==> src/hw/rtl/ficl_pkg.sv <==
// ----------------------------------------------------------------------------
// Fixed capacity insert list package
// Shared codes, field widths and the cell control type.
// ----------------------------------------------------------------------------
`timescale 1ns / 1ps

package ficl_pkg;

	localparam int VAL_W = 32;
	localparam int POS_W = 6;
	localparam int CNT_W = 7;
	localparam int REQ_W = 2;
	localparam int ST_W  = 2;

	localparam int S_TDATA_W = 40;
	localparam int M_TDATA_W = 48;
	localparam int S_TUSER_W = 2;
	localparam int M_TUSER_W = 2;
	localparam int PADDR_W   = 3;
	localparam int PDATA_W   = 32;

	localparam logic [REQ_W-1:0] REQ_INSERT = 2'd0;
	localparam logic [REQ_W-1:0] REQ_REMOVE = 2'd1;
	localparam logic [REQ_W-1:0] REQ_READ   = 2'd2;
	localparam logic [REQ_W-1:0] REQ_CLEAR  = 2'd3;

	localparam logic [ST_W-1:0] ST_OK     = 2'd0;
	localparam logic [ST_W-1:0] ST_BADPOS = 2'd1;
	localparam logic [ST_W-1:0] ST_FULL   = 2'd2;
	localparam logic [ST_W-1:0] ST_EMPTY  = 2'd3;

	localparam logic [CNT_W-1:0] CAP_RESET = 7'd64;
	localparam logic [CNT_W-1:0] CNT_MAX   = 7'd127;

	localparam int RD_GROUP = 8;

	typedef struct packed {
		logic                    ins_en;
		logic                    rem_en;
		logic [POS_W-1:0]        pos;
		logic signed [VAL_W-1:0] ins_value;
	} cell_ctrl_t;

endpackage

==> src/hw/rtl/ficl_cell.sv <==
// ----------------------------------------------------------------------------
// List cell
// Holds one list entry and shifts it to or from its neighbors.
// ----------------------------------------------------------------------------
`timescale 1ns / 1ps

module ficl_cell #(
	parameter int INDEX = 0
) (
	input  logic                             clk,
	input  ficl_pkg::cell_ctrl_t             ctrl,
	input  logic signed [ficl_pkg::VAL_W-1:0] left_value,
	input  logic signed [ficl_pkg::VAL_W-1:0] right_value,
	output logic signed [ficl_pkg::VAL_W-1:0] cell_value,
	output logic signed [ficl_pkg::VAL_W-1:0] rd_value
);
	import ficl_pkg::*;

	localparam bit               HIGH_CELL = (INDEX >= (1 << POS_W));
	localparam logic [POS_W-1:0] IDX       = POS_W'(INDEX);

	logic signed [VAL_W-1:0] value_q;
	logic                    hit;
	logic                    above;

	assign hit   = !HIGH_CELL && (IDX == ctrl.pos);
	assign above = HIGH_CELL || (IDX > ctrl.pos);

	always_ff @(posedge clk) begin
		if (ctrl.ins_en) begin
			if (hit) begin
				value_q <= ctrl.ins_value;
			end else if (above) begin
				value_q <= left_value;
			end
		end else if (ctrl.rem_en) begin
			if (hit || above) begin
				value_q <= right_value;
			end
		end
	end

	assign cell_value = value_q;
	assign rd_value   = hit ? value_q : '0;

endmodule

==> config.mk <==
export PLATFORM = sky130hd
export DESIGN_NAME = ficl_cell
export DESIGN_NICKNAME = d
export VERILOG_FILES = /design/src/hw/rtl/ficl_pkg.sv /design/src/hw/rtl/ficl_cell.sv
export SDC_FILE = /design/constraint.sdc
export NUM_CORES = 1
export LEC_CHECK = 0
export ABC_CLOCK_PERIOD_IN_PS = 4100
export BUFFER_PORTS_ARGS = -buffer_cell sky130_fd_sc_hd__buf_2
export CAP_MARGIN = 0
export CORE_UTILIZATION = 35
export DETAILED_ROUTE_END_ITERATION = 12
export PLACE_DENSITY = 0.76
export SKIP_LAST_GASP = 1
export SYNTH_ARGS = -nofsm -noshare
export SYNTH_HDL_FRONTEND = slang
export SYNTH_SLANG_ARGS = --single-unit
==> constraint.sdc <==
create_clock -name clk -period 4.1 [get_ports clk]
set_clock_uncertainty 0.15 [all_clocks]
set_input_delay 0.615 -clock clk [delete_from_list [all_inputs] [get_ports clk]]
set_output_delay 0.615 -clock clk [all_outputs]
set_load 0.01 [all_outputs]
# After elaboration in Yosys (flattened, before gate mapping)
# Cells that the tools add are included.
# totals
regBits	32
latch_bits	0
ram_bits	0
rom_bits	0
out_inout_bits	64
mem_count	0
# op_classes
addsub	0
n_mul	0
n_div	0
n_lt_le_gt_ge	1
n_eq_ne	1
n_shift	0
n_mux	6
bitwise	0
reduce_logical	5
# ops
op	count
2-to-1 mux 32 bit	6
> comparator 1 x 6 -> 1 bit (first input constant)	1
zero test 6 bit	1
nonzero test 2 bit	2
!= test 3 x 1 -> 1 bit (second input constant)	1
AND reduction 3 bit	1
logical OR 1 bit	1

# Depth between registers and ports, before layout
# Gate-level depths: netlist of the first run.
# depth
ltp_word	5
mapped_depth	4
ltp_nobuf	3

# Worst setup path after synthesis of the first run
# No wires, ideal clock.
# synth_timing
kind	input to register
from	input ctrl[35] in the netlist's numbering
to	register value_q[0] (netlist: cell_value[0]), enable pin
arrival_time_ns	3.566
setup_slack_ns	-0.077
stages	3
n_path_buf	1
cell_sequence	or4_4 > buf_6 > nor3_1
# synth_via
elab_chain_len	4
# synth_lines
item	line	source
from (decl)	ficl_cell.sv:11	input ficl_pkg::cell_ctrl_t ctrl,
> comparator 1 x 6 -> 1 bit or zero test 6 bit (tied branches)	ficl_cell.sv:27, ficl_cell.sv:26	
logical OR 1 bit	ficl_cell.sv:37	if (hit || above) begin
nonzero test 2 bit (no line)	--	
AND reduction 3 bit (no line) *	--	
to (signal assigned)	ficl_cell.sv:32	value_q <= ctrl.ins_value;
to (signal assigned)	ficl_cell.sv:34	value_q <= left_value;
to (signal assigned)	ficl_cell.sv:38	value_q <= right_value;
to (decl)	ficl_cell.sv:22	logic signed [VAL_W-1:0] value_q;
# Every way passes the cells marked *; elsewhere a longest branch is shown, timed or not.
# A chain may end at the register's enable or synchronous reset.

# Final worst setup path of the first run
# layout_timing
from	input ctrl[33] in the netlist's numbering
to	output rd_value[3] in the netlist's numbering
# layout_via
elab_chain_len	2
# layout_lines
item	line	source
zero test 6 bit	ficl_cell.sv:26	assign hit = !HIGH_CELL && (IDX == ctrl.pos);
2-to-1 mux 32 bit	ficl_cell.sv:44	assign rd_value = hit ? value_q : '0;
to (decl)	ficl_cell.sv:15	output logic signed [ficl_pkg::VAL_W-1:0] rd_value
# Every way passes these cells.

==> results of run 1 <==
-- power groups by stage --
stage | clock, mW | combinational [mW] | sequential, mW
final | 0.218 | 0.123 | 0.368
after floorplan | 0 | 0.0632 | 0.376
after global placement | 0 | 0.120 | 0.375
after CTS | 0.226 | 0.123 | 0.368
after detailed placement | 0 | 0.122 | 0.375
after global routing | 0.236 | 0.138 | 0.368
-- metrics by stage --
| stage | hold slack [ns] | instance area [µm²] | worst slack [ns] | total power, mW | util |
|---|---|---|---|---|---|
| 3_3_place_gp | 0.812 | 2840 | 1.32 | 0.495 | 0.510 |
| 4_1_cts | 0.524 | 2920 | 1.28 | 0.716 | 0.523 |
| 2_1_floorplan | 0.714 | 2060 | 0.890 | 0.439 | - |
| 5_1_grt | 0.524 | 2920 | 1.09 | 0.742 | 0.523 |
| 6_report | 0.530 | 2920 | 1.25 | 0.708 | 0.523 |
| 3_5_place_dp | 0.815 | 2840 | 1.28 | 0.497 | 0.510 |
-- cells by family (layout without fill, tap and decap cells) --
kind of cell           count (synthesis)  after routing  share of synthesized area
AND/OR/NAND/NOR                      102            102                      0.259
AO/OA/AOI/OAI                         64             64                      0.175
buffers and inverters                 25            180                     0.0986
flip-flops                            32             32                      0.467
-- cell type report --
class,instances,area [µm²],share of cell area
tap,72,90.1,0.0309
timing repair buffer,173,878,0.301
sequential,32,961,0.329
clock buffer,6,72.6,0.0249
clock inverter,1,5.00,0.00172
multi-input combinational,166,911,0.312
-- layout by cell type, fill, tap and decap left out, drive strengths merged --
master	synthesis	final
or2	1	1
nor3	1	1
or4	1	1
clkbuf	10	6
and3	32	32
edfxtp	32	32
clkinv	0	1
buf	9	173
o21ai	32	32
nand3	32	32
nor4	1	1
nor2	34	34
a31oi	32	32
-- worst max-delay path, stage by stage --
cell                     delay, ns
sky130_fd_sc_hd__buf_2        0.12
sky130_fd_sc_hd__nor2_4       0.90
sky130_fd_sc_hd__and3_1       0.29
sky130_fd_sc_hd__buf_2        0.13
-- cells in the mapped netlist, drive strengths merged --
| cell type | number | area (µm²) |
|---|---|---|
| or2 | 1 | 6.26 |
| buf | 9 | 83.8 |
| dlygate4sd1 | 4 | 35.0 |
| a31oi | 32 | 200 |
| dlygate4sd3 | 1 | 10.0 |
| and3 | 32 | 200 |
| nor3 | 1 | 5.00 |
| nor4 | 1 | 21.3 |
| dlymetal6s2s | 1 | 12.5 |
| edfxtp | 32 | 961 |
| or4 | 1 | 11.3 |
| nand3 | 32 | 160 |
| nor2 | 34 | 128 |
| clkbuf | 10 | 61.3 |
| o21ai | 32 | 160 |
-- worst paths after layout --
| path | start | endpoint | slack [ns] | cells past startpoint |
|---|---|---|---|---|
| max | ctrl[33] | rd_value[3] | 1.25 | 4 |
| min | right_value[7] | cell_value[7] | 0.53 | 3 |
-- layer usage --
metal	share of wire	track usage
met1	0.43	0.229
met5	0	0
met2	0.50	0.342
met3	0.059	0.0314
met4	0.013	0.0574
==> impl_metrics.toml, run 1 <==
[floorplan]
io_pins = 169
start_util = 0.369
placement_rows = 27
floorplan.die.height_um = 78.6
die_w_um = 78.6
design.core.area_um2 = 5570
fp.dieArea_um2 = 6180

[clocking]
cts_num_sinks = 32
tritoncts = "yes"
post-cts-setup-buffer-count = 0
htree_levels = 2
cts.reportedPaths.clkPinSlew_ns = 0.06
cts_hold_buffers = 0
cts_inserted_buffers = 5
clock-root-buffer = "sky130_fd_sc_hd__clkbuf_8"
post_cts.resized_instances = 0
cts_max_path_buffers = 2

[finish]
final_cells = 450
antennaDiodeCount = 0
fillCellCount = 531
fraction_of_layout_cells_with_a_size_suffix_above_1 = 0.487
largest_register_ff_count = 32
net_count_final = 483
area_added_between_synthesis_and_finish_pct = 41.9

[pwr]
clock_power_share = 0.308
seqPwrFrac = 0.519
share_comb_of_total_power = 0.173
power.net_switching_mw = 0.169
power.density_nw_per_um2 = 243
p_sw_frac = 0.238
static_leakage_nw = 1.44
p_int_mw = 0.540
peakVddDrop_uv = 113

[logic_synthesis]
synth.net_count = 328
synth_sequential_area_ratio = 0.467
ys_ff_latch = 32
avgSynthCellArea_um2 = 9.22
post_synth_inst_count = 223
yosysWarnings = 0
netlist-cell-type-count = 21
synth_area_um2 = 2060

[setup_path]
path_max_fanout = 64
cp.arrival_ns = 2.09
cp_data_required_time_ns = 3.34
critical_path_class = "primary input to output pin"
startpoint_class_of_the_critical_path = "primary input"
worstSetupEndpointType = "output pin"

[sta]
totalNegativeSetupSlack_ns = 0
max_clock_freq_mhz = 351
worst_slew_margin_rel = 0.206
setup-violations-final = 0
fin_crit_ns = 2.85
final-hold-violation-count = 0
tightest_slew_ns = 1.19
grt_setup_unrepaired = "no"
final_max_slew_viol_count = 0
fin_crit_sh = 0.696

[grt]
via_count_of_the_first_global_routing_pass = 2061
grt_first_pass_wirelength_um = 9260
grt_max_degree = 65
globalRouteOverflowTotal = 0
groute.usage.overall = 0.190
grt_antenna_before_repair = 0

[placement]
buffer_ports.inserted = 168
post-dp-hpwl_um = 4350
dp.cells = 443
gpl.final_weighted_congestion = 0.795

[drt]
drc = 0
dr.first_iter.drc_count = 162
ant_nets = 0
detailroute.via_count = 2326
wirelength_um = 5960
routedWlPerCell_um = 13.2
detailed_routing_iterations_pass_1 = 4
avgViaCountPerCell = 5.17

[run_status]
status = "finished clean"

[worst_hold_path]
hold_path.class = "primary input to flop"

[run]
cap_viol_max_count = 0
(Power assumes the default switching activity.)
==> inputs of run 2 (changes only) <==
--- a/config.mk
+++ b/config.mk
@@ -5,7 +5,7 @@
 export SDC_FILE = /design/constraint.sdc
 export NUM_CORES = 1
 export LEC_CHECK = 0
-export ABC_CLOCK_PERIOD_IN_PS = 4100
+export ABC_CLOCK_PERIOD_IN_PS = 2600
 export BUFFER_PORTS_ARGS = -buffer_cell sky130_fd_sc_hd__buf_2
 export CAP_MARGIN = 0
 export CORE_UTILIZATION = 35
==> constraint.sdc (replaced) <==
create_clock -name clk -period 2.6 [get_ports clk]
set_clock_uncertainty 0.15 [all_clocks]
set_input_delay 0.39 -clock clk [delete_from_list [all_inputs] [get_ports clk]]
set_output_delay 0.39 -clock clk [all_outputs]
set_load 0.01 [all_outputs]
==> run 2 against run 1 <==
First-iteration DRC count shrank 39%. Clock power grew 110%. Largest cell class unchanged. Sequential share of layout area shrank 0.79 points. Combinational power grew 64%. Routed wire length grew 2.8%.
==> impl_metrics.toml, run 2 (same netlist as run 1, synthesis figures left out) <==
[grt]
grt_util_met1 = 0.242
grt_util_met2 = 0.350
groute.usage.overall = 0.199
grt_antenna_before_repair = 0
via_count_of_the_first_global_routing_pass = 2082
globalRouteOverflowTotal = 0
grt_first_pass_wirelength_um = 9690
grt_max_degree = 65
gr-max-usage-layer = "met2"
groute.layer.met3.usage = 0.0349

[clocking]
cts_hold_buffers = 0
htree_levels = 2
post-cts-setup-buffer-count = 0
post_cts.resized_instances = 0
cts_max_path_buffers = 2
cts_inserted_buffers = 5
cts.reportedPaths.clkPinSlew_ns = 0.07
tritoncts = "yes"
clock-root-buffer = "sky130_fd_sc_hd__clkbuf_8"
cts_num_sinks = 32

[pwr]
fin_total_pwr_mw = 1.24
power.density_nw_per_um2 = 414
p_sw_frac = 0.229
static_leakage_nw = 1.47
p_int_mw = 0.954
seqPwrFrac = 0.469
clock_power_share = 0.368
peakVddDrop_uv = 223
share_comb_of_total_power = 0.163
power.net_switching_mw = 0.283

[sta]
worst_slew_margin_rel = 0.793
fin_crit_ns = 2.03
totalNegativeSetupSlack_ns = 0
fin_crit_sh = 0.781
max_clock_freq_mhz = 493
final-hold-violation-count = 0
grt_setup_unrepaired = "no"
setup-violations-final = 0
tightest_slew_ns = 0.310
final_max_slew_viol_count = 0

[setup_path]
startpoint_class_of_the_critical_path = "primary input"
critical_path_depth = 5
critPathCapture = "rd_value[6]"
worstSetupEndpointType = "output pin"
crit_path_max_incr_delay_ns = 0.35
cp.arrival_ns = 1.49
crit_path_top_delay_cell = "sky130_fd_sc_hd__buf_4"
critical_path.n_buffers_inverters = 3
cp_cell_sequence = "buf_2 > nor4_4 > buf_4 > and3_1 > buf_2"
critical_path_class = "primary input to output pin"
cp_data_required_time_ns = 2.06
crit_path_start = "ctrl[35]"
path_max_fanout = 34
path_delay_family = "buffers and inverters"
timing.critical_path.mode_cell = "sky130_fd_sc_hd__buf_2"

[placement]
buffer_ports.inserted = 168
postPlaceCellArea_um2 = 2880
post-dp-hpwl_um = 4590
gpl.final_weighted_congestion = 0.811

[floorplan]
start_util = 0.369
placement_rows = 27
floorplan.die.height_um = 78.6
die_w_um = 78.6
io_pins = 169
fp.dieArea_um2 = 6180
design.core.area_um2 = 5570

[drt]
detailroute.via_count = 2297
avgViaCountPerCell = 5.05
drc = 0
wirelength_um = 6120
ant_nets = 0
routedWlPerCell_um = 13.5
detailed_routing_iterations_pass_1 = 4
dr.first_iter.drc_count = 99

[finish]
net_count_final = 487
area_added_between_synthesis_and_finish_pct = 45.4
layout_commonest_cell = "sky130_fd_sc_hd__buf_2"
antennaDiodeCount = 0
fraction_of_layout_cells_with_a_size_suffix_above_1 = 0.491
largest_register_ff_count = 32
fillCellCount = 547
regArea_um2 = 961
multiInputGateArea_um2 = 911
most_frequent_cells_in_the_layout = "sky130_fd_sc_hd__buf_2 (168), sky130_fd_sc_hd__nor2_1 (33)"
layout.cell_area.non_filler_um2 = 2990

[worst_hold_path]
hold_path.class = "primary input to flop"
worst_hold_startpoint = "right_value[0]"

[run]
cap_viol_max_count = 0

[run_status]
status = "finished clean"
## run 2: power by group through the flow
stage	Clock [mW]	Combinational, mW	Sequential, mW
5_1_grt	0.482	0.225	0.580
4_1_cts	0.464	0.203	0.580
3_3_place_gp	0	0.196	0.591
3_5_place_dp	0	0.201	0.591
6_report	0.455	0.202	0.580
2_1_floorplan	0	0.100	0.593
## run 2: layer usage
layer | wire, µm | up-vias
li1 | - | 1164
met1 | 2600 | 1027
met2 | 3080 | 93
met3 | 309 | 13
met4 | 134 | 0
met5 | 0 | -
## run 2: area by class of cell
class / count / area share
clock inverters: 3 / 0.0126
well taps: 72 / 0.0301
multi-input cells: 166 / 0.305
repair buffers: 177 / 0.308
clock buffers: 5 / 0.0230
flip-flops and latches: 32 / 0.321
## run 2: through the flow
stage / util / std cells / worst slack, ns / hold slack (ns)
final: 0.536 / 455 / 0.570 / 0.303
after global placement: 0.517 / 447 / 0.588 / 0.579
after global routing: 0.536 / 455 / 0.484 / 0.310
after CTS: 0.536 / 455 / 0.572 / 0.296
after floorplan: - / 223 / 0.103 / 0.489
after detailed placement: 0.517 / 447 / 0.533 / 0.586
## run 2: how the worst min path moves through the flow
stage               slack (ns)  cells past startpoint        endpoint
global route              0.31                      3   cell_value[8]
CTS                       0.30                      3  cell_value[21]
floorplan                 0.49                      2   cell_value[0]
global placement          0.58                      3  cell_value[25]
detailed placement        0.59                      3  cell_value[21]
finish                    0.30                      3   cell_value[0]
==> inputs of run 3 (changes only) <==
--- a/config.mk
+++ b/config.mk
@@ -5,12 +5,12 @@
 export SDC_FILE = /design/constraint.sdc
 export NUM_CORES = 1
 export LEC_CHECK = 0
-export ABC_CLOCK_PERIOD_IN_PS = 2600
+export ABC_CLOCK_PERIOD_IN_PS = 2000
 export BUFFER_PORTS_ARGS = -buffer_cell sky130_fd_sc_hd__buf_2
 export CAP_MARGIN = 0
-export CORE_UTILIZATION = 35
+export CORE_UTILIZATION = 39
 export DETAILED_ROUTE_END_ITERATION = 12
-export PLACE_DENSITY = 0.76
+export PLACE_DENSITY = 0.81
 export SKIP_LAST_GASP = 1
 export SYNTH_ARGS = -nofsm -noshare
 export SYNTH_HDL_FRONTEND = slang
==> constraint.sdc (replaced) <==
create_clock -name clk -period 2 [get_ports clk]
set_clock_uncertainty 0.15 [all_clocks]
set_input_delay 0.3 -clock clk [delete_from_list [all_inputs] [get_ports clk]]
set_output_delay 0.3 -clock clk [all_outputs]
set_load 0.01 [all_outputs]
==> run 3 against run 2 <==
Power increased by 31%. Sequential cell count unchanged. Clock-buffer cell count up 1. Setup slack lost 0.39 ns. Routed wire length shrank 0.24%. Critical endpoint is now rd_value[7]. Clock power up 31%. Non-clock buffer count up 4. Die area is 10% lower. Final cell count up 0.44%. Largest power group unchanged. Sequential share of layout area fell by 0.44 points. Combinational power increased by 31%. Hold slack worse by 0.088 ns.
==> impl_metrics.toml, run 3 (same netlist as run 1, synthesis figures left out) <==
[run_status]
status = "finished clean"

[run]
cap_viol_max_count = 0

[floorplan]
floorplan.die.height_um = 74.6
start_util = 0.402
io_pins = 169
placement_rows = 26
design.core.area_um2 = 5110
die_w_um = 74.6
fp.dieArea_um2 = 5570

[setup_path]
crit_path_start = "ctrl[35]"
worstSetupEndpointType = "output pin"
cp_data_required_time_ns = 1.55
startpoint_class_of_the_critical_path = "primary input"
path_max_fanout = 32
cp.arrival_ns = 1.37
critical_path_class = "primary input to output pin"

[clocking]
tritoncts = "yes"
cts_max_path_buffers = 2
cts_inserted_buffers = 5
post-cts-setup-buffer-count = 0
cts.reportedPaths.clkPinSlew_ns = 0.06
clock-root-buffer = "sky130_fd_sc_hd__clkbuf_8"
cts_num_sinks = 32
htree_levels = 2
cts_hold_buffers = 0
post_cts.resized_instances = 0

[grt]
groute.usage.overall = 0.205
grt_first_pass_wirelength_um = 8720
grt_max_degree = 39
globalRouteOverflowTotal = 0
via_count_of_the_first_global_routing_pass = 1928
grt_antenna_before_repair = 0

[sta]
final-hold-violation-count = 0
fin_hold_ws_ns = 0.215
worst_slew_margin_rel = 0.766
fin_crit_ns = 1.82
totalNegativeSetupSlack_ns = 0
layout_setup_ws_ns = 0.182
fin_crit_sh = 0.909
max_clock_freq_mhz = 550
tightest_slew_ns = 0.351
final_max_slew_viol_count = 0
grt_setup_unrepaired = "no"
setup-violations-final = 0

[finish]
net_count_final = 491
most_frequent_cells_in_the_layout = "sky130_fd_sc_hd__buf_2 (168), sky130_fd_sc_hd__nor2_1 (33)"
layout_commonest_cell = "sky130_fd_sc_hd__buf_2"
area_added_between_synthesis_and_finish_pct = 47.4
largest_register_ff_count = 32
final_cells = 457
fillCellCount = 477
fraction_of_layout_cells_with_a_size_suffix_above_1 = 0.499
antennaDiodeCount = 0

[drt]
drc = 0
m1WireLength_um = 2430
detailroute.via_count = 2369
highest-signal-layer = "met4"
wirelength_um = 6110
routed-wl-met2_um = 3230
dr.first_iter.drc_count = 165
met3WireLength_um = 367
avgViaCountPerCell = 5.18
ant_nets = 0
detailed_routing_iterations_pass_1 = 4
routedWlPerCell_um = 13.4

[worst_hold_path]
hold_path.class = "primary input to flop"
hold_path_depth = 3
worst_hold_startpoint = "right_value[6]"
worst_hold_path_ep = "cell_value[6]"

[placement]
post-dp-hpwl_um = 4710
buffer_ports.inserted = 168
dp.cells = 449
placement.setup.worst_slack_ns = 0.0462
gpl.final_weighted_congestion = 0.833

[pwr]
power.density_nw_per_um2 = 533
peakVddDrop_uv = 389
fin_total_pwr_mw = 1.61
static_leakage_nw = 1.50
run 3: changes by cell type in the layout (fill, tap and decap cells not counted):
cell                       delta
sky130_fd_sc_hd__buf_12       +1
sky130_fd_sc_hd__clkinv_1     -2
sky130_fd_sc_hd__clkbuf_1     +1
sky130_fd_sc_hd__clkinv_2     +1
sky130_fd_sc_hd__buf_4        +3
run 3: cell type report:
cell class | instances | area, µm² | area share
clock inverters | 2 | 35.0 | 0.0116
multi-input cells | 166 | 911 | 0.301
repair buffers | 181 | 963 | 0.318
well taps | 70 | 87.6 | 0.0289
flip-flops and latches | 32 | 961 | 0.317
clock buffers | 6 | 72.6 | 0.0239
run 3: routing by layer:
| metal | GRT usage | vias to the layer above |
|---|---|---|
| li1 | - | 1170 |
| met5 | 0 | - |
| met4 | 0.0650 | 0 |
| met2 | 0.361 | 109 |
| met1 | 0.254 | 1082 |
| met3 | 0.0366 | 8 |
run 3: worst max path at each step:
| stage | end | slack (ns) |
|---|---|---|
| floorplan | cell_value[0] | -0.41 |
| global placement | cell_value[15] | 0.08 |
| detailed placement | cell_value[0] | 0.05 |
| CTS | rd_value[7] | 0.16 |
| global route | rd_value[8] | 0.09 |
| finish | rd_value[7] | 0.18 |
run 3: worst max-delay path: stages:
cell	delay, ns
sky130_fd_sc_hd__buf_2	0.12
sky130_fd_sc_hd__nor4_4	0.27
sky130_fd_sc_hd__buf_4	0.33
sky130_fd_sc_hd__and3_1	0.21
sky130_fd_sc_hd__buf_2	0.13
run 3: through the flow:
stage / instance area, µm² / util
after floorplan: 2070 / -
after global placement: 2920 / 0.572
after detailed placement: 2920 / 0.572
after CTS: 3030 / 0.593
after global routing: 3030 / 0.593
final: 3030 / 0.593
run 3: where the power goes:
part / total [mW] / internal (mW) / switching [mW] / leakage (nW)
Sequential: 0.754 / 0.751 / 0.00305 / 0.298
Combinational: 0.264 / 0.129 / 0.134 / 1.14
Clock: 0.597 / 0.369 / 0.228 / 0.0552
